===== config.mk =====
export PLATFORM = sky130hd
export DESIGN_NAME = priority_queue_energy_budget_drain_core_flat
export DESIGN_NICKNAME = d
export VERILOG_FILES = /design/src/rtl/core/pqe_pkg.sv /design/src/rtl/core/pqe_if.sv /design/src/rtl/core/pqe_alu.sv /design/src/rtl/core/pqe_store.sv /design/src/rtl/core/pqe_qctl.sv /design/src/rtl/core/priority_queue_energy_budget_drain_core.sv /design/src/flat_wrapper.sv
export SDC_FILE = /design/constraint.sdc
export NUM_CORES = 1
export LEC_CHECK = 0
export BUFFER_PORTS_ARGS = -buffer_cell sky130_fd_sc_hd__buf_2
export CORE_UTILIZATION = 55
export CTS_CLUSTER_SIZE = 20
export DETAILED_ROUTE_END_ITERATION = 7
export PLACE_DENSITY = 0.71
export SLEW_MARGIN = 10
export SYNTH_ARGS = -nofsm -noshare
export SYNTH_HDL_FRONTEND = slang
export SYNTH_SLANG_ARGS = --single-unit

===== constraint.sdc =====
create_clock -name i_clk -period 16.1 [get_ports i_clk]
set_clock_uncertainty 0.15 [all_clocks]
set_input_delay 2.415 -clock i_clk [delete_from_list [all_inputs] [get_ports i_clk]]
set_output_delay 2.415 -clock i_clk [all_outputs]
set_load 0.01 [all_outputs]

===== src/rtl/core/pqe_pkg.sv =====
package pqe_pkg;

    localparam int QUEUE_DEPTH = 16;
    localparam int NUM_QUEUES  = 3;

    localparam int PTR_W     = $clog2(QUEUE_DEPTH);
    localparam int CNT_W     = $clog2(QUEUE_DEPTH + 1);
    localparam int ADDR_W    = $clog2(NUM_QUEUES * QUEUE_DEPTH);
    localparam int QIDX_W    = 2;
    localparam int ID_W      = 16;
    localparam int PRIO_W    = 3;
    localparam int OPRIO_W   = 2;
    localparam int CFG_W     = 16;
    localparam int CFG_IDX_W = 2;
    localparam int BUD_W     = CFG_W + 2;

    localparam logic CMD_ARRIVE = 1'b0;
    localparam logic CMD_TICK   = 1'b1;

    localparam logic PH_GREEN = 1'b0;
    localparam logic PH_BASE  = 1'b1;

    localparam logic [CFG_IDX_W-1:0] CFG_GREEN = 2'd0;
    localparam logic [CFG_IDX_W-1:0] CFG_BASE  = 2'd1;
    localparam logic [CFG_IDX_W-1:0] CFG_COST  = 2'd2;

    localparam logic [CFG_W-1:0] GREEN_RST = 16'd10;
    localparam logic [CFG_W-1:0] BASE_RST  = 16'd80;
    localparam logic [CFG_W-1:0] COST_RST  = 16'd10;

    typedef enum logic [1:0] {
        ST_IDLE,
        ST_DECIDE,
        ST_SWITCH,
        ST_READ
    } t_state;

    typedef struct packed {
        logic              push;
        logic              pop;
        logic [QIDX_W-1:0] q;
    } t_qreq;

    typedef struct packed {
        logic [NUM_QUEUES-1:0] ne;
        logic                  full;
        logic [ADDR_W-1:0]     addr;
    } t_qstat;

    typedef struct packed {
        logic [BUD_W-1:0] a;
        logic [BUD_W-1:0] b;
    } t_alu_req;

endpackage


===== src/rtl/core/pqe_if.sv =====
interface pqe_in_if;
    logic                        valid;
    logic                        ready;
    logic                        command;
    logic [pqe_pkg::PRIO_W-1:0]  priority_req;
    logic [pqe_pkg::ID_W-1:0]    packet_id;

    modport source(output valid, command, priority_req, packet_id, input ready);
    modport sink(input valid, command, priority_req, packet_id, output ready);
endinterface

interface pqe_out_if;
    logic                        valid;
    logic                        ready;
    logic [pqe_pkg::OPRIO_W-1:0] out_priority;
    logic [pqe_pkg::ID_W-1:0]    out_packet_id;
    logic                        budget_phase;
    logic                        last;

    modport source(output valid, out_priority, out_packet_id, budget_phase, last,
                   input ready);
    modport sink(input valid, out_priority, out_packet_id, budget_phase, last,
                 output ready);
endinterface


===== src/rtl/core/pqe_alu.sv =====
module pqe_alu (
    input  pqe_pkg::t_alu_req            i_req,
    output logic signed [pqe_pkg::BUD_W-1:0] o_diff
);

    // shared signed subtractor for budget charge and base budget setup
    assign o_diff = $signed(i_req.a) - $signed(i_req.b);

endmodule


===== src/rtl/core/pqe_store.sv =====
module pqe_store (
    input  logic                        i_clk,
    input  logic                        i_we,
    input  logic                        i_re,
    input  logic [pqe_pkg::ADDR_W-1:0]  i_addr,
    input  logic [pqe_pkg::ID_W-1:0]    i_wdata,
    output logic [pqe_pkg::ID_W-1:0]    o_rdata
);

    logic [pqe_pkg::ID_W-1:0] r_mem [pqe_pkg::NUM_QUEUES * pqe_pkg::QUEUE_DEPTH];
    logic [pqe_pkg::ID_W-1:0] r_rdata;

    always_ff @(posedge i_clk) begin
        if (i_we) begin
            r_mem[i_addr] <= i_wdata;
        end
    end

    always_ff @(posedge i_clk) begin
        if (i_re) begin
            r_rdata <= r_mem[i_addr];
        end
    end

    assign o_rdata = r_rdata;

endmodule


===== src/rtl/core/pqe_qctl.sv =====
module pqe_qctl (
    input  logic            i_clk,
    input  logic            i_rst_n,
    input  pqe_pkg::t_qreq  i_req,
    output pqe_pkg::t_qstat o_stat
);

    logic [pqe_pkg::PTR_W-1:0] r_head  [pqe_pkg::NUM_QUEUES];
    logic [pqe_pkg::CNT_W-1:0] r_count [pqe_pkg::NUM_QUEUES];

    logic [pqe_pkg::PTR_W-1:0] w_head;
    logic [pqe_pkg::CNT_W-1:0] w_count;
    logic [pqe_pkg::CNT_W:0]   w_sum;
    logic [pqe_pkg::PTR_W-1:0] w_tail;
    logic [pqe_pkg::PTR_W-1:0] w_head_inc;
    logic [pqe_pkg::PTR_W-1:0] w_slot;
    logic                      w_full;

    assign w_head  = r_head[i_req.q];
    assign w_count = r_count[i_req.q];
    assign w_full  = (w_count == pqe_pkg::CNT_W'(pqe_pkg::QUEUE_DEPTH));

    // tail slot: head plus count, wrapped once
    always_comb begin
        w_sum = (pqe_pkg::CNT_W + 1)'(w_head) + (pqe_pkg::CNT_W + 1)'(w_count);
        if (w_sum >= (pqe_pkg::CNT_W + 1)'(pqe_pkg::QUEUE_DEPTH)) begin
            w_sum = w_sum - (pqe_pkg::CNT_W + 1)'(pqe_pkg::QUEUE_DEPTH);
        end
        w_tail = w_sum[pqe_pkg::PTR_W-1:0];
    end

    assign w_head_inc = (w_head == pqe_pkg::PTR_W'(pqe_pkg::QUEUE_DEPTH - 1)) ?
                        '0 : w_head + 1'b1;
    assign w_slot     = i_req.push ? w_tail : w_head;

    always_comb begin
        for (int i = 0; i < pqe_pkg::NUM_QUEUES; i++) begin
            o_stat.ne[i] = (r_count[i] != '0);
        end
        o_stat.full = w_full;
        o_stat.addr = pqe_pkg::ADDR_W'(i_req.q) * pqe_pkg::ADDR_W'(pqe_pkg::QUEUE_DEPTH)
                    + pqe_pkg::ADDR_W'(w_slot);
    end

    always_ff @(posedge i_clk) begin
        if (!i_rst_n) begin
            for (int i = 0; i < pqe_pkg::NUM_QUEUES; i++) begin
                r_head[i]  <= '0;
                r_count[i] <= '0;
            end
        end else if (i_req.push && !w_full) begin
            r_count[i_req.q] <= w_count + 1'b1;
        end else if (i_req.pop) begin
            r_head[i_req.q]  <= w_head_inc;
            r_count[i_req.q] <= w_count - 1'b1;
        end
    end

endmodule


===== src/rtl/core/priority_queue_energy_budget_drain_core.sv =====
// An arrival is taken while idle and the block stays ready for the next item.
// A tick loads the budget, forwards each packet by a decide/pop step and a store
// read, ends the green phase, sets up the base budget, forwards base packets the
// same way and closes the tick; output stalls can hold the read and the close.
// Throughput is set by the single shared subtractor and the one-port queue store.
// Reset (synchronous, active low) empties all queues and loads the default budgets.
module priority_queue_energy_budget_drain_core (
    input  logic                             i_clk,
    input  logic                             i_rst_n,
    pqe_in_if.sink                           i_in,
    pqe_out_if.source                        o_out,
    input  logic                             i_cfg_we,
    input  logic [pqe_pkg::CFG_IDX_W-1:0]    i_cfg_idx,
    input  logic [pqe_pkg::CFG_W-1:0]        i_cfg_data
);

    pqe_pkg::t_state r_state, n_state;

    // configuration
    logic [pqe_pkg::CFG_W-1:0] r_green, r_base, r_cost;

    // tick working state
    logic signed [pqe_pkg::BUD_W-1:0] r_budget, n_budget;
    logic                             r_phase, n_phase;
    logic [pqe_pkg::QIDX_W-1:0]       r_cur_q, n_cur_q;

    // one result held back until we know whether it closes the tick
    logic                             r_pend_valid, n_pend_valid;
    logic [pqe_pkg::QIDX_W-1:0]       r_pend_q, n_pend_q;
    logic                             r_pend_phase, n_pend_phase;
    logic [pqe_pkg::ID_W-1:0]         r_pend_id, n_pend_id;

    // output register
    logic                             r_out_valid, n_out_valid;
    logic [pqe_pkg::QIDX_W-1:0]       r_out_q, n_out_q;
    logic [pqe_pkg::ID_W-1:0]         r_out_id, n_out_id;
    logic                             r_out_phase, n_out_phase;
    logic                             r_out_last, n_out_last;

    pqe_pkg::t_qreq    w_qreq;
    pqe_pkg::t_qstat   w_qstat;
    pqe_pkg::t_alu_req w_alu_req;
    logic signed [pqe_pkg::BUD_W-1:0] w_diff;
    logic [pqe_pkg::ID_W-1:0]         w_rdata;

    logic                       w_in_acc;
    logic                       w_out_free;
    logic                       w_prio_ok;
    logic [pqe_pkg::QIDX_W-1:0] w_arr_q;
    logic [pqe_pkg::QIDX_W-1:0] w_green_q;
    logic [pqe_pkg::QIDX_W-1:0] w_serve_q;
    logic                       w_serve;
    logic                       w_we, w_re;

    assign w_in_acc   = i_in.valid && i_in.ready;
    assign w_out_free = !r_out_valid || o_out.ready;
    assign w_prio_ok  = !i_in.priority_req[2] && (i_in.priority_req[1:0] != 2'd0);
    assign w_arr_q    = i_in.priority_req[1:0] - 2'd1;

    // strict priority: lowest nonempty queue index wins
    always_comb begin
        w_green_q = pqe_pkg::QIDX_W'(pqe_pkg::NUM_QUEUES - 1);
        for (int i = pqe_pkg::NUM_QUEUES - 1; i >= 0; i--) begin
            if (w_qstat.ne[i]) begin
                w_green_q = pqe_pkg::QIDX_W'(i);
            end
        end
    end

    assign w_serve_q = (r_phase == pqe_pkg::PH_GREEN) ? w_green_q : '0;

    // the shared subtractor: base minus green when switching phase,
    // otherwise budget minus cost
    always_comb begin
        if (r_state == pqe_pkg::ST_SWITCH) begin
            w_alu_req.a = pqe_pkg::BUD_W'(r_base);
            w_alu_req.b = pqe_pkg::BUD_W'(r_green);
        end else begin
            w_alu_req.a = r_budget;
            w_alu_req.b = pqe_pkg::BUD_W'(r_cost);
        end
    end

    // green: any queue waiting and budget stays >= 0 after the charge
    // base: queue 0 (priority 1) waiting, budget > 0 and strictly > 0 after the charge
    always_comb begin
        if (r_phase == pqe_pkg::PH_GREEN) begin
            w_serve = (|w_qstat.ne) && !w_diff[pqe_pkg::BUD_W-1];
        end else begin
            w_serve = w_qstat.ne[0]
                   && !r_budget[pqe_pkg::BUD_W-1] && (r_budget != '0)
                   && !w_diff[pqe_pkg::BUD_W-1] && (w_diff != '0);
        end
    end

    assign w_qreq.q    = (r_state == pqe_pkg::ST_IDLE) ? w_arr_q : w_serve_q;
    assign w_qreq.push = (r_state == pqe_pkg::ST_IDLE) && w_in_acc
                      && (i_in.command == pqe_pkg::CMD_ARRIVE) && w_prio_ok;
    assign w_qreq.pop  = (r_state == pqe_pkg::ST_DECIDE) && w_serve;
    assign w_we        = w_qreq.push && !w_qstat.full;
    assign w_re        = w_qreq.pop;

    pqe_qctl u_qctl (
        .i_clk   (i_clk),
        .i_rst_n (i_rst_n),
        .i_req   (w_qreq),
        .o_stat  (w_qstat)
    );

    pqe_store u_store (
        .i_clk   (i_clk),
        .i_we    (w_we),
        .i_re    (w_re),
        .i_addr  (w_qstat.addr),
        .i_wdata (i_in.packet_id),
        .o_rdata (w_rdata)
    );

    pqe_alu u_alu (
        .i_req  (w_alu_req),
        .o_diff (w_diff)
    );

    // sequencer
    always_comb begin
        n_state      = r_state;
        n_budget     = r_budget;
        n_phase      = r_phase;
        n_cur_q      = r_cur_q;
        n_pend_valid = r_pend_valid;
        n_pend_q     = r_pend_q;
        n_pend_phase = r_pend_phase;
        n_pend_id    = r_pend_id;
        n_out_valid  = r_out_valid && !o_out.ready;
        n_out_q      = r_out_q;
        n_out_id     = r_out_id;
        n_out_phase  = r_out_phase;
        n_out_last   = r_out_last;

        case (r_state)
            pqe_pkg::ST_IDLE: begin
                // valid arrivals are written straight into the store on transfer unless the queue is full
                if (w_in_acc && (i_in.command == pqe_pkg::CMD_TICK)) begin
                    n_budget = pqe_pkg::BUD_W'(r_green);
                    n_phase  = pqe_pkg::PH_GREEN;
                    n_state  = pqe_pkg::ST_DECIDE;
                end
            end
            pqe_pkg::ST_DECIDE: begin
                if (w_serve) begin
                    // pop the head, charge the budget, read lands next cycle
                    n_budget = w_diff;
                    n_cur_q  = w_serve_q;
                    n_state  = pqe_pkg::ST_READ;
                end else if (r_phase == pqe_pkg::PH_GREEN) begin
                    n_state = pqe_pkg::ST_SWITCH;
                end else if (!r_pend_valid) begin
                    n_state = pqe_pkg::ST_IDLE;
                end else if (w_out_free) begin
                    // close the tick: held result is the last one
                    n_out_valid  = 1'b1;
                    n_out_q      = r_pend_q;
                    n_out_id     = r_pend_id;
                    n_out_phase  = r_pend_phase;
                    n_out_last   = 1'b1;
                    n_pend_valid = 1'b0;
                    n_state      = pqe_pkg::ST_IDLE;
                end
            end
            pqe_pkg::ST_SWITCH: begin
                n_budget = w_diff;
                n_phase  = pqe_pkg::PH_BASE;
                n_state  = pqe_pkg::ST_DECIDE;
            end
            pqe_pkg::ST_READ: begin
                // hold until the previous result can move to the output
                if (!r_pend_valid || w_out_free) begin
                    if (r_pend_valid) begin
                        n_out_valid = 1'b1;
                        n_out_q     = r_pend_q;
                        n_out_id    = r_pend_id;
                        n_out_phase = r_pend_phase;
                        n_out_last  = 1'b0;
                    end
                    n_pend_valid = 1'b1;
                    n_pend_q     = r_cur_q;
                    n_pend_phase = r_phase;
                    n_pend_id    = w_rdata;
                    n_state      = pqe_pkg::ST_DECIDE;
                end
            end
            default: begin
                n_state = pqe_pkg::ST_IDLE;
            end
        endcase
    end

    always_ff @(posedge i_clk) begin
        if (!i_rst_n) begin
            r_state      <= pqe_pkg::ST_IDLE;
            r_pend_valid <= 1'b0;
            r_out_valid  <= 1'b0;
            r_phase      <= pqe_pkg::PH_GREEN;
        end else begin
            r_state      <= n_state;
            r_pend_valid <= n_pend_valid;
            r_out_valid  <= n_out_valid;
            r_phase      <= n_phase;
        end
    end

    always_ff @(posedge i_clk) begin
        r_budget     <= n_budget;
        r_cur_q      <= n_cur_q;
        r_pend_q     <= n_pend_q;
        r_pend_phase <= n_pend_phase;
        r_pend_id    <= n_pend_id;
        r_out_q      <= n_out_q;
        r_out_id     <= n_out_id;
        r_out_phase  <= n_out_phase;
        r_out_last   <= n_out_last;
    end

    // configuration registers; an index past the list is dropped
    always_ff @(posedge i_clk) begin
        if (!i_rst_n) begin
            r_green <= pqe_pkg::GREEN_RST;
            r_base  <= pqe_pkg::BASE_RST;
            r_cost  <= pqe_pkg::COST_RST;
        end else if (i_cfg_we) begin
            case (i_cfg_idx)
                pqe_pkg::CFG_GREEN: r_green <= i_cfg_data;
                pqe_pkg::CFG_BASE:  r_base  <= i_cfg_data;
                pqe_pkg::CFG_COST:  r_cost  <= i_cfg_data;
                default: begin
                end
            endcase
        end
    end

    assign i_in.ready          = (r_state == pqe_pkg::ST_IDLE);
    assign o_out.valid         = r_out_valid;
    assign o_out.out_priority  = r_out_q + 2'd1;
    assign o_out.out_packet_id = r_out_id;
    assign o_out.budget_phase  = r_out_phase;
    assign o_out.last          = r_out_last;

endmodule


===== src/flat_wrapper.sv =====
// flat-port wrapper written by rule: the top's interface ports become plain ports
module priority_queue_energy_budget_drain_core_flat 
  (i_clk, i_rst_n, i_cfg_we, i_cfg_idx, i_cfg_data, i_in_valid, i_in_command, i_in_priority_req, i_in_packet_id, i_in_ready, o_out_valid, o_out_out_priority, o_out_out_packet_id, o_out_budget_phase, o_out_last, o_out_ready);
  pqe_in_if i_in_i ();
  pqe_out_if o_out_i ();
  input  logic i_clk;
  input  logic i_rst_n;
  input  logic i_cfg_we;
  input  logic [pqe_pkg::CFG_IDX_W-1:0] i_cfg_idx;
  input  logic [pqe_pkg::CFG_W-1:0] i_cfg_data;
  input wire logic [$bits(i_in_i.valid)-1:0] i_in_valid;
  input wire logic [$bits(i_in_i.command)-1:0] i_in_command;
  input wire logic [$bits(i_in_i.priority_req)-1:0] i_in_priority_req;
  input wire logic [$bits(i_in_i.packet_id)-1:0] i_in_packet_id;
  output wire logic [$bits(i_in_i.ready)-1:0] i_in_ready;
  output wire logic [$bits(o_out_i.valid)-1:0] o_out_valid;
  output wire logic [$bits(o_out_i.out_priority)-1:0] o_out_out_priority;
  output wire logic [$bits(o_out_i.out_packet_id)-1:0] o_out_out_packet_id;
  output wire logic [$bits(o_out_i.budget_phase)-1:0] o_out_budget_phase;
  output wire logic [$bits(o_out_i.last)-1:0] o_out_last;
  input wire logic [$bits(o_out_i.ready)-1:0] o_out_ready;
  assign i_in_i.valid = i_in_valid;
  assign i_in_i.command = i_in_command;
  assign i_in_i.priority_req = i_in_priority_req;
  assign i_in_i.packet_id = i_in_packet_id;
  assign i_in_ready = i_in_i.ready;
  assign o_out_valid = o_out_i.valid;
  assign o_out_out_priority = o_out_i.out_priority;
  assign o_out_out_packet_id = o_out_i.out_packet_id;
  assign o_out_budget_phase = o_out_i.budget_phase;
  assign o_out_last = o_out_i.last;
  assign o_out_i.ready = o_out_ready;
  priority_queue_energy_budget_drain_core u_core (.i_clk(i_clk), .i_rst_n(i_rst_n), .i_in(i_in_i), .o_out(o_out_i), .i_cfg_we(i_cfg_we), .i_cfg_idx(i_cfg_idx), .i_cfg_data(i_cfg_data));
endmodule

==> reports/metrics.csv, run 1 <==
stage;metric;value;unit
run_status;status;complete, no violations;
synth;synth_area;38500;um2
cts;ctsHtreeMaxLevel;3;
placement;dp_hpwl;59.1;mm
grt;grt_pass1_wl;149;mm
synth;synthFlopType;edfxtp_1;
timing;rsz0062_at_grt;false;
timing;setup_tns;0;ps
synth;synth-seq-cells;932;
hold_path;hold_path_class;reg -> reg;
grt;track_usage;28.5;%
cts;hold_buffers;0;
timing;final-max-slew-violation-count;0;
timing;fmax;112;MHz
route;wl;100;mm
floorplan;rows;96;
finish;synthToLayoutAreaGrowth;11.9;%
route;via_count;24300;
finish;fin_nets;2833;
pwr;irDropWorstVdd;0.177;mV
timing;whs;263;ps
cts;cts_resized;0;
worst_setup_path;timing.rr.end;u_core.u_store.o_rdata[9];
pwr;p_sw_share;37.3;%
synth;synth_edf_count;879;
worst_setup_path;arrival;9090;ps
synth;synthTopCellsByArea;edfxtp_1 69%, nand2_1 4.7%, mux4_2 3.3%, nand3_1 2.9%, dfxtp_1 2.8%;
finish;top_register;u_core.u_store.r_mem;
synth;yosys.area.top_type;edfxtp_1;
synth;synth_fp_nets;2759;
grt;antenna_found_initial;4;
cts;postCtsSetupBuffers;0;
timing;final-hold-violation-count;0;
cts;clk_pin_slew_worst_paths;60;ps
route;ant_nets;0;
floorplan;die_area;71000;um2
route;viasPerCell;6.45;
finish;final_layout_size_suffix_gt1_share;14.5;%
floorplan;die_h;266;um
synth;synth.top_cell.area_share;68.6;%
cts;cts_root_buf;clkbuf_16;
grt;grt_max_degree;185;
floorplan;die_x;266;um
floorplan;start_util;55.8;%
cts;cts_buffer_depth;3;
synth;synthArstFlopShare;0;%
synth;synth_cell_type_count;93;
worst_setup_path;endpoint_kind;register;
worst_setup_path;r2r_start;u_core.r_state[0];
pwr;p_per_area;192;nW/um2
route;drc;0;
pwr;pwr-share-seq;35.2;%
worst_setup_path;cp_cell_sequence;buf_2 > inv_1 > ha_1 > and3b_1 > a21o_1 > a221oi_1 > inv_1 > ha_1 > inv_1 > fa_1 > xor2_1 > nand2_1 > o21a_4 > buf_4 > buf_4 > mux2i_1 > o211ai_1 > a32o_1 > nor4_1 > o2111ai_1;
worst_setup_path;critical_path.top_delay_family;buffers and inverters;
timing;setup_viol;0;
cts;insertion_delay;660;ps
synth;yosys_warnings;0;
hold_path;hold_depth;0;
finish;antenna_cells;0;
worst_setup_path;rr_worst_depth;20;
placement;port_buffers;64;
worst_setup_path;crit_buf_inv;6;
finish;largest_reg_flops;768;
cts;cts_made_buffers;91;
route;wl_per_cell;26.7;um
worst_setup_path;crit_required;16300;ps
worst_setup_path;ff2ff_setup_slack;8270;ps
finish;fin_area;43000;um2
floorplan;pin_count;65;
grt;grt_pass1_vias;23600;
hold_path;hold_start;u_core.r_pend_id[2];
grt;overflow;0;
pwr;p_comb_share;37.6;%
pwr;p_int;5180;uW
worst_setup_path;worst_setup_path_start_kind;input port;
synth;yosysMostFrequentCell;edfxtp_1;
worst_setup_path;crit_top_cell;inv_1;
pwr;p_switching;3080;uW
finish;top_regs;u_core.u_store.r_mem x768, u_core.u_qctl.r_count x20, u_core.r_budget x18;
synth;postSynthAreaPerCell;14.3;um2
synth;seq_area_frac_synth;71.4;%
worst_setup_path;max_stage_delay;830;ps
worst_setup_path;critPathMaxFanout;68;
run;cap_violations;0;
placement;gp_congestion;0.906;
hold_path;whs_endpoint;u_core.o_out.out_packet_id[2];
worst_setup_path;slowest_stage;buf_4;
timing;maxSlewHeadroom;13.3;%
cts;clock-sinks;932;
timing;worst_pin_slew;1300;ps
pwr;clkPwrFrac;27.2;%
route;drtIter0Drc;3591;
synth;netlist_top_cells_count;879 x edfxtp_1, 480 x nand2_1, 225 x nand3_1;
timing;fin_crit_sh;55.2;%
placement;post_dp_cell_area;39900;um2
finish;fin_util;62.4;%
floorplan;core_area;68900;um2
route;firstDrtPassIters;6;
cts;cts_tree;yes;
pwr;leakagePower;0.0144;uW
timing;fin_crit;8890;ps
worst_setup_path;crit_type;in -> reg;
synth;netlist_instances;2685;
[layout make-up]
class	count	area (um2)
sequential	932	27500
fill	4993	25900
multi-input combinational	1565	10200
clock buffer	106	2350
tap	931	1160
timing repair buffer	134	858
clock inverter	62	823
inverter	35	131
[worst max path at each step]
stage                     cells after the start                     endpoint                 start
final                                        20    u_core.u_store.o_rdata[9]  i_in_priority_req[0]
after global routing                         20    u_core.u_store.o_rdata[9]  i_in_priority_req[0]
after CTS                                    20    u_core.u_store.o_rdata[9]  i_in_priority_req[0]
after detailed placement                     20    u_core.u_store.o_rdata[9]  i_in_priority_req[0]
after global placement                       17    u_core.u_store.o_rdata[6]  i_in_priority_req[0]
after floorplan                              19  u_core.u_store.r_mem[43][0]  i_in_priority_req[0]
[placed cells by master, fill, tap and decap left out, types with 56 or more instances in the layout]
master and n:
edfxtp_1 879, nand2_1 480, nand3_1 225, clkbuf_16 92, nor2_1 82, a21oi_1 80
mux2i_1 75, buf_4 69, buf_2 64, and3_1 59, mux4_2 56
[stage by stage]
stage / setup slack (ps) / power [uW] / std cells
final: 7210 / 8270 / 3765
after global routing: 6700 / 8580 / 3765
after CTS: 7320 / 8220 / 3765
after detailed placement: 6690 / 5980 / 3597
after global placement: 6700 / 5910 / 3597
after floorplan: 8770 / 5060 / 2685
[routing by layer]
layer / GRT usage (%) / routed length (um)
met2: 43.8 / 45800
met3: 6.41 / 11800
met1: 40.0 / 39400
met4: 10.5 / 3460
met5: 0 / 13
[logic make-up (layout without fill, tap and decap cells)]
| kind of cell | Yosys count | count (layout) | synth area share (%) |
|---|---|---|---|
| AND/OR/NAND/NOR | 986 | 986 | 11.8 |
| flip-flops | 932 | 932 | 71.4 |
| AO/OA/AOI/OAI | 365 | 365 | 6.80 |
| buffers and inverters | 188 | 337 | 2.20 |
| multiplexers | 164 | 164 | 6.22 |
| adder cells (fa/ha/maj) | 31 | 31 | 1.07 |
| XOR/XNOR | 19 | 19 | 0.501 |
[power by group through the flow]
| stage | clock network [uW] | logic [uW] | registers, uW |
|---|---|---|---|
| final | 2250 | 3110 | 2910 |
| after global routing | 2360 | 3310 | 2920 |
| after CTS | 2260 | 3050 | 2910 |
| after detailed placement | 0 | 3020 | 2960 |
| after global placement | 0 | 2960 | 2960 |
| after floorplan | 0 | 2160 | 2910 |
No activity file was read; power rests on OpenSTA's default activity.
==> run 2, diff against run 1 <==
PLACE_DENSITY = 0.74   (was 0.71)
clock period = 8 ns   (was 16.1 ns; I/O delays follow)
==> reports/metrics.csv, run 2 (synthesized netlist as in run 1, its figures left out) <==
stage;metric;value;unit;change
route;viasPerCell;6.49;;was 6.45
grt;busiest_layer;met2;;unchanged
worst_setup_path;endpoint_kind;register;;unchanged
floorplan;pin_count;65;;unchanged
timing;final-max-slew-violation-count;0;;unchanged
timing;setup_viol;0;;unchanged
timing;fin_crit_sh;92.9;%;
timing;worst_slack;568;ps;was 7210 ps
route;drtIter0Drc;3510;;was 3591
grt;grt_util_met1;40.2;%;was 40.0%
route;drc;0;;unchanged
timing;maxSlewHeadroom;13.7;%;was 13.3%
grt;grt_pass1_vias;23900;;was 23600
floorplan;die_h;266;um;unchanged
placement;dp_slack;124;ps;was 6690 ps
finish;final_common_cell;edfxtp_1;;unchanged
floorplan;die_area;71000;um2;unchanged
grt;grt_max_degree;105;;was 185
floorplan;rows;96;;unchanged
timing;fin_crit;7430;ps;
timing;rsz0062_at_grt;false;;unchanged
grt;grt_pass1_wl;149;mm;about the same
finish;final_layout_size_suffix_gt1_share;14.8;%;was 14.5%
cts;cts_root_buf;clkbuf_16;;unchanged
worst_setup_path;critPathMaxFanout;49;;was 68
route;via_count;24600;;was 24300
floorplan;die_x;266;um;unchanged
grt;overflow;0;;unchanged
run_status;status;complete, no violations;;unchanged
grt;use_met3;6.28;%;was 6.41%
cts;insertion_delay;660;ps;about the same
cts;cts_tree;yes;;unchanged
worst_setup_path;ff2ff_setup_slack;570;ps;was 8270 ps
grt;use_met2;43.3;%;was 43.8%
cts;cts_buffer_depth;3;;unchanged
worst_setup_path;arrival;7600;ps;was 9090 ps
grt;antenna_found_initial;3;;was 4
cts;postCtsSetupBuffers;0;;unchanged
cts;clock-sinks;932;;unchanged
finish;fin_nets;2860;;was 2833
pwr;leakagePower;0.0145;uW;was 0.0144 uW
pwr;power.total;16700;uW;was 8270 uW
floorplan;core_area;68900;um2;unchanged
finish;top_regs;u_core.u_store.r_mem x768, u_core.u_qctl.r_count x20, u_core.r_budget x18;;unchanged
cts;hold_buffers;0;;unchanged
finish;largest_reg_flops;768;;unchanged
pwr;irDropWorstVdd;0.279;mV;was 0.177 mV
worst_setup_path;crit_required;8170;ps;was 16300 ps
finish;top_register;u_core.u_store.r_mem;;unchanged
cts;clk_pin_slew_worst_paths;60;ps;about the same
route;wl_per_cell;26.4;um;was 26.7 um
timing;final-hold-violation-count;0;;unchanged
cts;ctsHtreeMaxLevel;3;;unchanged
timing;worst_pin_slew;1280;ps;was 1300 ps
placement;gp_congestion;0.912;;was 0.906
placement;dp_hpwl;60.4;mm;was 59.1 mm
finish;fin_util;62.6;%;was 62.4%
worst_setup_path;worst_setup_path_start_kind;register;;was input port
route;firstDrtPassIters;6;;unchanged
finish;final_cell_mix;879 x edfxtp_1, 480 x nand2_1, 225 x nand3_1;;unchanged
worst_setup_path;crit_type;reg -> reg;;was in -> reg
grt;track_usage;28.4;%;was 28.5%
hold_path;hold_path_class;reg -> reg;;unchanged
cts;cts_resized;0;;unchanged
timing;fmax;135;MHz;
run;cap_violations;0;;unchanged
route;ant_nets;0;;unchanged
cts;cts_made_buffers;93;;was 91
finish;antenna_cells;0;;unchanged
placement;port_buffers;64;;unchanged
route;wl;100;mm;about the same
finish;synthToLayoutAreaGrowth;12.2;%;was 11.9%
pwr;p_per_area;386;nW/um2;was 192 nW/um2
floorplan;start_util;55.8;%;unchanged
timing;setup_tns;0;ps;unchanged
==> run 2: per-stage QoR <==
step	instances	cell area [um2]	hold WS, ps
detailed placement	3622	40100	255
global route	3797	43200	271
finish	3797	43200	268
CTS	3797	43200	269
floorplan	2685	38500	250
global placement	3622	40100	252
==> run 2: path summary, 6_finish.rpt <==
check,start,to,cells past startpoint
setup / recovery,u_core.r_state[0],u_core.u_store.o_rdata[10],19
hold / removal,u_core.r_pend_id[6],u_core.o_out.out_packet_id[6],0
setup reg to reg,u_core.r_state[0],u_core.u_store.o_rdata[10],19
hold reg to reg,u_core.r_pend_id[6],u_core.o_out.out_packet_id[6],0
==> run 2: layout make-up <==
class                      instances  area, um2
sequential                       932      27500
fill                            4938      25800
multi-input combinational       1565      10200
clock buffer                     111       2420
tap                              931       1160
timing repair buffer             159       1100
clock inverter                    64        678
inverter                          35        131
==> run 2: power by group <==
group / internal [uW] / switching (uW)
Sequential: 5700 / 135
Combinational: 2170 / 4260
Clock: 2560 / 1870
Total: 10400 / 6260
==> run 2: metal layers <==
layer  share of wire [%]  up-vias  wire length, um
li1                    -    10600                -
met1                  40    12300            39600
met2                  46     1548            46000
met3                  11      209            11200
met4                 3.2        4             3240
met5               0.027        -               27
==> run 2: critical path, cell delays in order, from the launching register on <==
cell	delay, ps
dfxtp_1	390
inv_1	80
ha_1	420
nor3_1	550
and2_1	340
a21o_1	440
a221oi_1	240
inv_1	210
ha_1	210
inv_1	60
fa_1	430
xor2_1	170
nand2_1	140
o21a_4	700
buf_4	500
mux2i_1	230
o211ai_1	130
a32o_1	260
nor4_1	1080
o2111ai_1	320
